`src/pbrle_pkg.sv`:
```
// shared types and constants for the packbits run-length encoder
// no dependencies; imported by every module of the block except pbrle_ram
`default_nettype none

package pbrle_pkg;

  localparam int CHUNK_LIMIT = 128;
  localparam int FILL_W      = $clog2(CHUNK_LIMIT + 1);
  localparam int ADDR_W      = $clog2(CHUNK_LIMIT);
  localparam int RUN_W       = $clog2(CHUNK_LIMIT + 1);

  localparam logic [7:0] END_MARK = 8'd128;
  localparam logic [8:0] RUN_BASE = 9'd257;

  typedef struct packed {
    logic [7:0] data_byte;
    logic       final_byte;
  } in_item_t;

  typedef struct packed {
    logic [7:0] out_byte_0;
    logic [7:0] out_byte_1;
    logic [7:0] out_byte_2;
    logic [7:0] out_byte_3;
    logic [2:0] valid_bytes;
    logic       last_word;
  } out_item_t;

  typedef enum logic [3:0] {
    ST_IDLE,
    ST_RUN_HDR,
    ST_RUN_VAL,
    ST_FLUSH_HDR,
    ST_FLUSH_DATA,
    ST_FIN,
    ST_FIN_FLUSH,
    ST_END_MARK,
    ST_DONE
  } state_t;

  typedef enum logic [2:0] {
    EM_RUN_HDR,
    EM_RUN_VAL,
    EM_LIT_HDR,
    EM_LIT_DATA,
    EM_END
  } emit_sel_t;

  // controller to datapath
  typedef struct packed {
    logic      accept;
    logic      pend_load_new;
    logic      pend_inc;
    logic      pend_cont;
    logic      pend_clear;
    logic      run_load_pend;
    logic      run_load_full;
    logic      lit_append;
    logic      fill_clear;
    logic      idx_inc;
    logic      emit;
    emit_sel_t emit_sel;
    logic      step_end;
  } cmd_t;

  // datapath to controller
  typedef struct packed {
    logic pc_zero;
    logic pc_one;
    logic pc_full;
    logic byte_match;
    logic run_cont;
    logic fill_zero;
    logic fill_almost;
    logic idx_last;
    logic fin_in;
    logic fin_r;
  } status_t;

endpackage

`default_nettype wire

```
`src/pbrle_ram.sv`:
```
// generic single-port-write, single-port-read ram with registered read data
// no dependencies
`default_nettype none

module pbrle_ram #(
  parameter int WIDTH = 8,
  parameter int DEPTH = 128
) (
  input  wire logic                     clk,
  input  wire logic                     we,
  input  wire logic [$clog2(DEPTH)-1:0] waddr,
  input  wire logic [WIDTH-1:0]         wdata,
  input  wire logic [$clog2(DEPTH)-1:0] raddr,
  output logic      [WIDTH-1:0]         rdata
);

  logic [WIDTH-1:0] mem [DEPTH];

  always_ff @(posedge clk) begin
    if (we) begin
      mem[waddr] <= wdata;
    end
    rdata <= mem[raddr];
  end

endmodule

`default_nettype wire

```
`src/pbrle_packer.sv`:
```
// gathers encoded bytes into words of four and holds the result register
// depends on pbrle_pkg
`default_nettype none

module pbrle_packer
  import pbrle_pkg::*;
(
  input  wire logic       clk,
  input  wire logic       rst_n,
  input  wire logic       emit,
  input  wire logic [7:0] emit_byte,
  input  wire logic       step_end,
  output logic            ready,
  output logic            out_valid,
  input  wire logic       out_stall,
  output out_item_t       out_item
);

  logic [7:0] acc_r [4];
  logic [7:0] acc_nxt [4];
  logic [2:0] cnt_r, cnt_nxt;
  logic       out_valid_r, out_valid_nxt;
  out_item_t  out_item_r, out_item_nxt;
  logic [7:0] word_b [4];

  assign ready     = !out_valid_r || !out_stall;
  assign out_valid = out_valid_r;
  assign out_item  = out_item_r;

  // bytes past the count read as zero
  always_comb begin
    for (int j = 0; j < 4; j++) begin
      word_b[j] = (3'(j) < cnt_r) ? acc_r[j] : 8'd0;
    end
  end

  always_comb begin
    acc_nxt       = acc_r;
    cnt_nxt       = cnt_r;
    out_valid_nxt = out_valid_r && out_stall;
    out_item_nxt  = out_item_r;
    if (emit) begin
      if (cnt_r == 3'd4) begin
        out_valid_nxt = 1'b1;
        out_item_nxt  = '{out_byte_0: word_b[0], out_byte_1: word_b[1],
                          out_byte_2: word_b[2], out_byte_3: word_b[3],
                          valid_bytes: cnt_r, last_word: 1'b0};
        acc_nxt[0] = emit_byte;
        cnt_nxt    = 3'd1;
      end else begin
        acc_nxt[cnt_r[1:0]] = emit_byte;
        cnt_nxt             = cnt_r + 3'd1;
      end
    end else if (step_end && cnt_r != 3'd0) begin
      out_valid_nxt = 1'b1;
      out_item_nxt  = '{out_byte_0: word_b[0], out_byte_1: word_b[1],
                        out_byte_2: word_b[2], out_byte_3: word_b[3],
                        valid_bytes: cnt_r, last_word: 1'b1};
      cnt_nxt = 3'd0;
    end
  end

  always_ff @(posedge clk) begin
    if (!rst_n) begin
      cnt_r       <= 3'd0;
      out_valid_r <= 1'b0;
    end else begin
      cnt_r       <= cnt_nxt;
      out_valid_r <= out_valid_nxt;
    end
    acc_r      <= acc_nxt;
    out_item_r <= out_item_nxt;
  end

endmodule

`default_nettype wire

```
`src/pbrle_datapath.sv`:
```
// encoder datapath: open group, run and literal registers, literal store, byte select
// depends on pbrle_pkg and pbrle_ram
`default_nettype none

module pbrle_datapath
  import pbrle_pkg::*;
(
  input  wire logic       clk,
  input  wire logic       rst_n,
  input  wire in_item_t   in_item,
  input  wire cmd_t       cmd,
  output status_t         status,
  output logic [7:0]      emit_byte
);

  logic [7:0]        pv_r, pv_nxt;
  logic [RUN_W-1:0]  pc_r, pc_nxt;
  logic              rc_r, rc_nxt;
  logic [FILL_W-1:0] fill_r, fill_nxt;
  logic [ADDR_W-1:0] idx_r, idx_nxt;
  logic [RUN_W-1:0]  run_len_r, run_len_nxt;
  logic [7:0]        run_val_r, run_val_nxt;
  logic              fin_r, fin_nxt;
  logic [ADDR_W-1:0] raddr;
  logic [7:0]        rdata;

  pbrle_ram #(
    .WIDTH (8),
    .DEPTH (CHUNK_LIMIT)
  ) u_lit_ram (
    .clk   (clk),
    .we    (cmd.lit_append),
    .waddr (fill_r[ADDR_W-1:0]),
    .wdata (pv_r),
    .raddr (raddr),
    .rdata (rdata)
  );

  // hold the address while the byte waits, so the read data holds too
  assign raddr = cmd.idx_inc ? idx_r + ADDR_W'(1) : idx_r;

  always_comb begin
    status.pc_zero     = (pc_r == '0);
    status.pc_one      = (pc_r == RUN_W'(1));
    status.pc_full     = (pc_r >= RUN_W'(CHUNK_LIMIT));
    status.byte_match  = (in_item.data_byte == pv_r);
    status.run_cont    = rc_r;
    status.fill_zero   = (fill_r == '0);
    status.fill_almost = (fill_r == FILL_W'(CHUNK_LIMIT - 1));
    status.idx_last    = ({1'b0, idx_r} + FILL_W'(1)) == fill_r;
    status.fin_in      = in_item.final_byte;
    status.fin_r       = fin_r;
  end

  always_comb begin
    case (cmd.emit_sel)
      EM_RUN_HDR:  emit_byte = 8'(RUN_BASE - 9'(run_len_r));
      EM_RUN_VAL:  emit_byte = run_val_r;
      EM_LIT_HDR:  emit_byte = 8'(fill_r - FILL_W'(1));
      EM_LIT_DATA: emit_byte = rdata;
      EM_END:      emit_byte = END_MARK;
      default:     emit_byte = END_MARK;
    endcase
  end

  always_comb begin
    pv_nxt      = pv_r;
    pc_nxt      = pc_r;
    rc_nxt      = rc_r;
    fill_nxt    = fill_r;
    idx_nxt     = idx_r;
    run_len_nxt = run_len_r;
    run_val_nxt = run_val_r;
    fin_nxt     = fin_r;
    if (cmd.accept) begin
      fin_nxt = in_item.final_byte;
    end
    if (cmd.run_load_pend) begin
      run_len_nxt = pc_r;
      run_val_nxt = pv_r;
    end else if (cmd.run_load_full) begin
      run_len_nxt = RUN_W'(CHUNK_LIMIT);
      run_val_nxt = pv_r;
    end
    if (cmd.pend_load_new) begin
      pv_nxt = in_item.data_byte;
      pc_nxt = RUN_W'(1);
      rc_nxt = 1'b0;
    end else if (cmd.pend_inc) begin
      pc_nxt = pc_r + RUN_W'(1);
    end else if (cmd.pend_cont) begin
      pc_nxt = RUN_W'(1);
      rc_nxt = 1'b1;
    end else if (cmd.pend_clear) begin
      pv_nxt = 8'd0;
      pc_nxt = '0;
      rc_nxt = 1'b0;
    end
    if (cmd.lit_append) begin
      fill_nxt = fill_r + FILL_W'(1);
    end else if (cmd.fill_clear) begin
      fill_nxt = '0;
    end
    if (cmd.fill_clear) begin
      idx_nxt = '0;
    end else if (cmd.idx_inc) begin
      idx_nxt = idx_r + ADDR_W'(1);
    end
  end

  always_ff @(posedge clk) begin
    if (!rst_n) begin
      pv_r   <= 8'd0;
      pc_r   <= '0;
      rc_r   <= 1'b0;
      fill_r <= '0;
      idx_r  <= '0;
      fin_r  <= 1'b0;
    end else begin
      pv_r   <= pv_nxt;
      pc_r   <= pc_nxt;
      rc_r   <= rc_nxt;
      fill_r <= fill_nxt;
      idx_r  <= idx_nxt;
      fin_r  <= fin_nxt;
    end
    run_len_r <= run_len_nxt;
    run_val_r <= run_val_nxt;
  end

endmodule

`default_nettype wire

```
`src/pbrle_ctrl.sv`:
```
// encoder sequencer: decides each step's actions and walks the byte emission
// depends on pbrle_pkg
`default_nettype none

module pbrle_ctrl
  import pbrle_pkg::*;
(
  input  wire logic    clk,
  input  wire logic    rst_n,
  input  wire logic    in_valid,
  output logic         in_stall,
  input  wire status_t status,
  input  wire logic    pk_ready,
  output cmd_t         cmd
);

  state_t state_r, state_nxt;
  logic   fin_phase_r, fin_phase_nxt;
  state_t tail_in, tail_r;

  assign in_stall = (state_r != ST_IDLE);
  assign tail_in  = status.fin_in ? ST_FIN : ST_DONE;
  assign tail_r   = status.fin_r ? ST_FIN : ST_DONE;

  always_comb begin
    state_nxt     = state_r;
    fin_phase_nxt = fin_phase_r;
    case (state_r)
      ST_IDLE: begin
        if (in_valid) begin
          fin_phase_nxt = 1'b0;
          if (status.pc_zero) begin
            state_nxt = tail_in;
          end else if (status.byte_match) begin
            if (status.pc_full) begin
              state_nxt = ST_RUN_HDR;
            end else if (status.pc_one && !status.run_cont && !status.fill_zero) begin
              state_nxt = ST_FLUSH_HDR;
            end else begin
              state_nxt = tail_in;
            end
          end else if (!status.pc_one || status.run_cont) begin
            state_nxt = ST_RUN_HDR;
          end else if (status.fill_almost) begin
            state_nxt = ST_FLUSH_HDR;
          end else begin
            state_nxt = tail_in;
          end
        end
      end
      ST_RUN_HDR: begin
        if (pk_ready) begin
          state_nxt = ST_RUN_VAL;
        end
      end
      ST_RUN_VAL: begin
        if (pk_ready) begin
          state_nxt = fin_phase_r ? ST_FIN_FLUSH : tail_r;
        end
      end
      ST_FLUSH_HDR: begin
        if (pk_ready) begin
          state_nxt = ST_FLUSH_DATA;
        end
      end
      ST_FLUSH_DATA: begin
        if (pk_ready && status.idx_last) begin
          state_nxt = fin_phase_r ? ST_END_MARK : tail_r;
        end
      end
      ST_FIN: begin
        fin_phase_nxt = 1'b1;
        if (!status.pc_one || status.run_cont) begin
          state_nxt = ST_RUN_HDR;
        end else if (status.fill_almost) begin
          state_nxt = ST_FLUSH_HDR;
        end else begin
          state_nxt = ST_FIN_FLUSH;
        end
      end
      ST_FIN_FLUSH: begin
        state_nxt = status.fill_zero ? ST_END_MARK : ST_FLUSH_HDR;
      end
      ST_END_MARK: begin
        if (pk_ready) begin
          state_nxt = ST_DONE;
        end
      end
      ST_DONE: begin
        if (pk_ready) begin
          state_nxt = ST_IDLE;
        end
      end
      default: begin
        state_nxt = ST_IDLE;
      end
    endcase
  end

  always_comb begin
    cmd          = '0;
    cmd.emit_sel = EM_RUN_HDR;
    case (state_r)
      ST_IDLE: begin
        if (in_valid) begin
          cmd.accept = 1'b1;
          if (status.pc_zero) begin
            cmd.pend_load_new = 1'b1;
          end else if (status.byte_match) begin
            if (status.pc_full) begin
              cmd.run_load_full = 1'b1;
              cmd.pend_cont     = 1'b1;
            end else begin
              cmd.pend_inc = 1'b1;
            end
          end else begin
            cmd.pend_load_new = 1'b1;
            if (!status.pc_one || status.run_cont) begin
              cmd.run_load_pend = 1'b1;
            end else begin
              cmd.lit_append = 1'b1;
            end
          end
        end
      end
      ST_RUN_HDR: begin
        cmd.emit_sel = EM_RUN_HDR;
        cmd.emit     = pk_ready;
      end
      ST_RUN_VAL: begin
        cmd.emit_sel = EM_RUN_VAL;
        cmd.emit     = pk_ready;
      end
      ST_FLUSH_HDR: begin
        cmd.emit_sel = EM_LIT_HDR;
        cmd.emit     = pk_ready;
      end
      ST_FLUSH_DATA: begin
        cmd.emit_sel   = EM_LIT_DATA;
        cmd.emit       = pk_ready;
        cmd.idx_inc    = pk_ready;
        cmd.fill_clear = pk_ready && status.idx_last;
      end
      ST_FIN: begin
        cmd.pend_clear = 1'b1;
        if (!status.pc_one || status.run_cont) begin
          cmd.run_load_pend = 1'b1;
        end else begin
          cmd.lit_append = 1'b1;
        end
      end
      ST_FIN_FLUSH: begin
        cmd.emit_sel = EM_LIT_HDR;
      end
      ST_END_MARK: begin
        cmd.emit_sel = EM_END;
        cmd.emit     = pk_ready;
      end
      ST_DONE: begin
        cmd.step_end = pk_ready;
      end
      default: begin
        cmd.emit_sel = EM_RUN_HDR;
      end
    endcase
  end

  always_ff @(posedge clk) begin
    if (!rst_n) begin
      state_r     <= ST_IDLE;
      fin_phase_r <= 1'b0;
    end else begin
      state_r     <= state_nxt;
      fin_phase_r <= fin_phase_nxt;
    end
  end

endmodule

`default_nettype wire

```
`src/packbits_run_length_encoder.sv`:
```
// top level of the packbits run-length encoder
// depends on pbrle_pkg, pbrle_ctrl, pbrle_datapath, pbrle_packer, pbrle_ram
//
//   channel   ports                          direction  carries
//   input     in_valid, in_stall, in_item    in         one raw byte and its final flag
//   result    out_valid, out_stall, out_item out        up to four encoded bytes per word
//
// one transaction is taken in the idle state and then sequenced; the next one is
// taken when the last word of this one sits in the output register
// each input byte takes an accept step and a done step; a run adds its header and
// value, a literal flush its header and stored bytes (one store read per cycle while
// the packer is ready), a stream's end the closing step, the literal store check and
// the end marker, with no check when the closing byte fills and flushes the store
// synchronous active-low reset returns to idle with nothing pending; the literal
// store needs no clearing since the fill count bounds every read
// a stalled result holds its word and pauses byte emission; accumulation of the
// next word continues as long as the output register can take it
`default_nettype none

module packbits_run_length_encoder
  import pbrle_pkg::*;
(
  input  wire logic     clk,
  input  wire logic     rst_n,
  input  wire logic     in_valid,
  output logic          in_stall,
  input  wire in_item_t in_item,
  output logic          out_valid,
  input  wire logic     out_stall,
  output out_item_t     out_item
);

  cmd_t       cmd;
  status_t    status;
  logic       pk_ready;
  logic [7:0] emit_byte;

  // sequencer: one byte per cycle toward the packer, gated by its ready
  pbrle_ctrl u_ctrl (
    .clk      (clk),
    .rst_n    (rst_n),
    .in_valid (in_valid),
    .in_stall (in_stall),
    .status   (status),
    .pk_ready (pk_ready),
    .cmd      (cmd)
  );

  // open group, literal store and selection of the byte to write
  pbrle_datapath u_datapath (
    .clk       (clk),
    .rst_n     (rst_n),
    .in_item   (in_item),
    .cmd       (cmd),
    .status    (status),
    .emit_byte (emit_byte)
  );

  // word assembly; the last word of a transaction is held back until the step ends
  pbrle_packer u_packer (
    .clk       (clk),
    .rst_n     (rst_n),
    .emit      (cmd.emit),
    .emit_byte (emit_byte),
    .step_end  (cmd.step_end),
    .ready     (pk_ready),
    .out_valid (out_valid),
    .out_stall (out_stall),
    .out_item  (out_item)
  );

endmodule

`default_nettype wire
```
`config.mk`:
```
export PLATFORM = sky130hd
export DESIGN_NAME = packbits_run_length_encoder
export DESIGN_NICKNAME = d
export VERILOG_FILES = /design/src/pbrle_pkg.sv /design/src/pbrle_ram.sv /design/src/pbrle_packer.sv /design/src/pbrle_datapath.sv /design/src/pbrle_ctrl.sv /design/src/packbits_run_length_encoder.sv
export SDC_FILE = /design/constraint.sdc
export NUM_CORES = 1
export LEC_CHECK = 0
export BUFFER_PORTS_ARGS = -buffer_cell sky130_fd_sc_hd__buf_2
export CAP_MARGIN = 25
export CORE_MARGIN = 1
export CORE_UTILIZATION = 55
export CTS_BUF_LIST = sky130_fd_sc_hd__clkbuf_8
export DETAILED_ROUTE_END_ITERATION = 10
export PLACE_DENSITY = 0.76
export SLEW_MARGIN = 40
export SYNTH_ARGS = -nofsm -noshare
export SYNTH_HDL_FRONTEND = slang
export SYNTH_HIERARCHICAL = 1
export SYNTH_SLANG_ARGS = --single-unit
```
`constraint.sdc`:
```
create_clock -name clk -period 10.9 [get_ports clk]
set_input_delay 1.09 -clock clk [delete_from_list [all_inputs] [get_ports clk]]
set_output_delay 1.09 -clock clk [all_outputs]
set_load 0.01 [all_outputs]
```
==> metrics <==
status=completed; Setup crit end kind=flip-flop; routing usage on met2=0.397; largest cells by area after synthesis=edfxtp_1 (73%), mux4_2 (17%), dfxtp_1 (2.2%), nor2_1 (1.3%), nor2b_1 (0.60%); commonest cells after routing, fill and taps aside=edfxtp_1 (1,108), mux4_2 (339), clkbuf_8 (183); Yosys reg bits=1,158; YS warnings=6; Fillers=5,403; Post-Synth XOR/XNOR Area=0.00536; M3 GR Usage=0.0467; fin crit period=5.49 ns; post-synthesis instance area=0.0458 mm^2; Slew @ Worst Pin=0.949 ns; setup TNS=0 ns; sequential share of the synthesized area=0.749; Synth Flop Type=edfxtp_1; commonest non-fill, non-tap cell in the layout=edfxtp_1; PD cells=222 mW/mm^2; num rows=105; Layout area overhead=11.3%; initial antenna violation count=4; setup bufs post-CTS=0; share of cells above drive strength 1=0.321; final non-filler cell total=3,535; post-synth top area cell=edfxtp_1; largest net degree at the start of global routing=130; Syn Nets=2,208; routed vias/inst=6.42; Leak=0.0159 uW; multiplexer area fraction after synthesis=0.172; routed wire length=100,000 um; number of CTS-inserted buffers=174; Max Freq=0.182 GHz; Vias=22,703; Synth cell types=64; Initial Utilization=0.557; worst hold path class=flip-flop to flip-flop; DP Wirelength=60,000 um; Setup-failing EPs final=0; I/O Buffers=50; nets@finish=2,351; WP data arrival=6.19 ns; Synth Area in Compound Gates=0.0142; Peak VDD IR=0.000162 V; die width=291 um; GRT overflow=0; cts hold-fix bufs=0; share of the synthesized area in the top cell type=0.727; Worst Skew=0.0354 ns; core area=0.0822 mm^2; Worst-Skew Late Latency=0.83 ns; global route hottest layer=met2; GP Congestion=0.851; Min Hold Slack=0.499 ns; max-slew violations=0; fin area=0.0509 mm^2; Pwr Total=11,300 uW; unrepaired setup endpoints after global routing=no; slew margin rel.=0.365; number of routed nets with antenna violations=0; largest family of logic cells by synthesized area=multiplexers; TritonCTS clock tree=yes; Avg WL per Cell=28.4 um; Max clock buf depth=3; 1st-pass router iterations=5; Final Hold Vio Count=0; final worst path period share=0.503; worst setup path category=flip-flop to flip-flop; number of remaining DRC errors=0; met1 usage in global routing=0.332; Placement Cell Area=0.0475 mm^2; Reg clk slew, reported paths=0.06 ns; Post-synth ARST share=0; number of synthesized flops with an enable pin=1,108; Cell Count Post-Placement=3,218; CTS Sinks=1,158; cell count after synthesis=2,183; vias in the first global route=22,864; DRT iter0 DRCs=2,334; GRT Resource Usage Total=0.242; peak fanout along the critical path=58; nature of the critical path startpoint=flip-flop; post-cts resize count=0; CP required=11.60 ns; first-pass GRT wire length=149,000 um; H-tree depth=4; Root Driver=clkbuf_8; total of max-cap violations=0; die area=0.0844 mm^2; synthesized area per cell=21.0 um^2; Synth Area in Simple Gates=0.0422; die height=291 um; Post-Synth Adder-Cell Area=0.00328; io pins=51
==> sequential cells by signal, indices dropped and copies added (netlist names), 3 cells and up <==
register                    count
u_datapath/pc_r                 8
u_ctrl/state_r                  4
u_datapath/fill_r               8
u_packer/cnt_r                  3
u_datapath/pv_r                 8
u_datapath/run_len_r            8
u_datapath/u_lit_ram/mem     1024
u_packer/acc_r                 32
u_packer/out_item              36
u_datapath/u_lit_ram/rdata      8
u_datapath/run_val_r            8
u_datapath/idx_r                7
==> critical path: stages (launching register included) <==
cell and delay (ns):
dfxtp_1 0.69, nor2b_1 0.22, and3_1 0.42, nand2_1 0.16
xnor2_2 0.20, buf_12 0.31, buf_16 0.30, buf_16 0.32
buf_4 0.68, mux4_2 0.43, mux4_2 0.56, mux4_2 0.61
mux2_2 0.31
==> layout make-up <==
type / count / area [um^2] / area share
Timing Repair Buffer: 93 / 733 / 0.0144
Antenna cell: 2 / 5.00 / 0.0000982
Multi-Input combinational cell: 878 / 11200 / 0.220
Tap cell: 1070 / 1340 / 0.0263
Clock inverter: 132 / 791 / 0.0155
Sequential cell: 1158 / 34300 / 0.673
Clock buffer: 181 / 2490 / 0.0489
Inverter: 21 / 78.8 / 0.00155
==> kinds of logic (layout without fill, tap and decap cells) <==
group / Yosys count / in the layout
flip-flops: 1158 / 1158
multiplexers: 361 / 361
AO/OA/AOI/OAI: 95 / 95
adder cells (fa/ha/maj): 12 / 12
XOR/XNOR: 28 / 28
AND/OR/NAND/NOR: 382 / 382
other: 0 / 2
buffers and inverters: 147 / 427
==> through the flow <==
step                      worst slack (ns)  utilization
after CTS                             5.44        0.618
after floorplan                       6.63            -
final                                 5.41        0.619
after global routing                  5.25        0.619
after global placement                4.83        0.574
after detailed placement              4.90        0.578
==> power by group <==
group | leakage [uW] | internal (uW) | switching (uW) | total, uW
sequential | 0.0107 | 5300 | 183 | 5480
combinational | 0.00327 | 1200 | 1300 | 2500
clock | 0.00190 | 1700 | 1650 | 3350
==> final timing paths <==
check,slack [ns],cells after the start,start,endpoint
hold reg to reg,0.50,2,u_datapath/rc_r,u_datapath/rc_r
hold / removal,0.50,2,u_datapath/rc_r,u_datapath/rc_r
setup / recovery,5.41,12,u_ctrl/state_r[2],u_datapath/u_lit_ram/rdata[4]
setup reg to reg,5.41,12,u_ctrl/state_r[2],u_datapath/u_lit_ram/rdata[4]
==> per-layer routing <==
layer,share of wire,routed length (um)
met3,0.094,9450
met1,0.38,37800
met2,0.50,50700
met4,0.026,2570
met5,0.00013,13
==> synth_stat cells (all sizes together), types with 3 or more instances <==
cell	number
edfxtp	1108
mux4	339
nor2	158
clkbuf	68
buf	58
dfxtp	50
nor2b	44
nand2	33
and2	28
nand3	26
a21oi	25
xnor2	23
inv	21
nor3	20
mux2	15
nand2b	13
ha	12
and3	11
nand4	11
a211oi	10
o21ai	10
a22oi	9
o21a	8
mux2i	7
a31oi	6
nand3b	5
nor3b	5
nor4	5
xor2	5
and4	4
or4	4
a311oi	3
and2b	3
o2bb2ai	3
or2	3
or3	3
(Power assumes the default switching activity.)
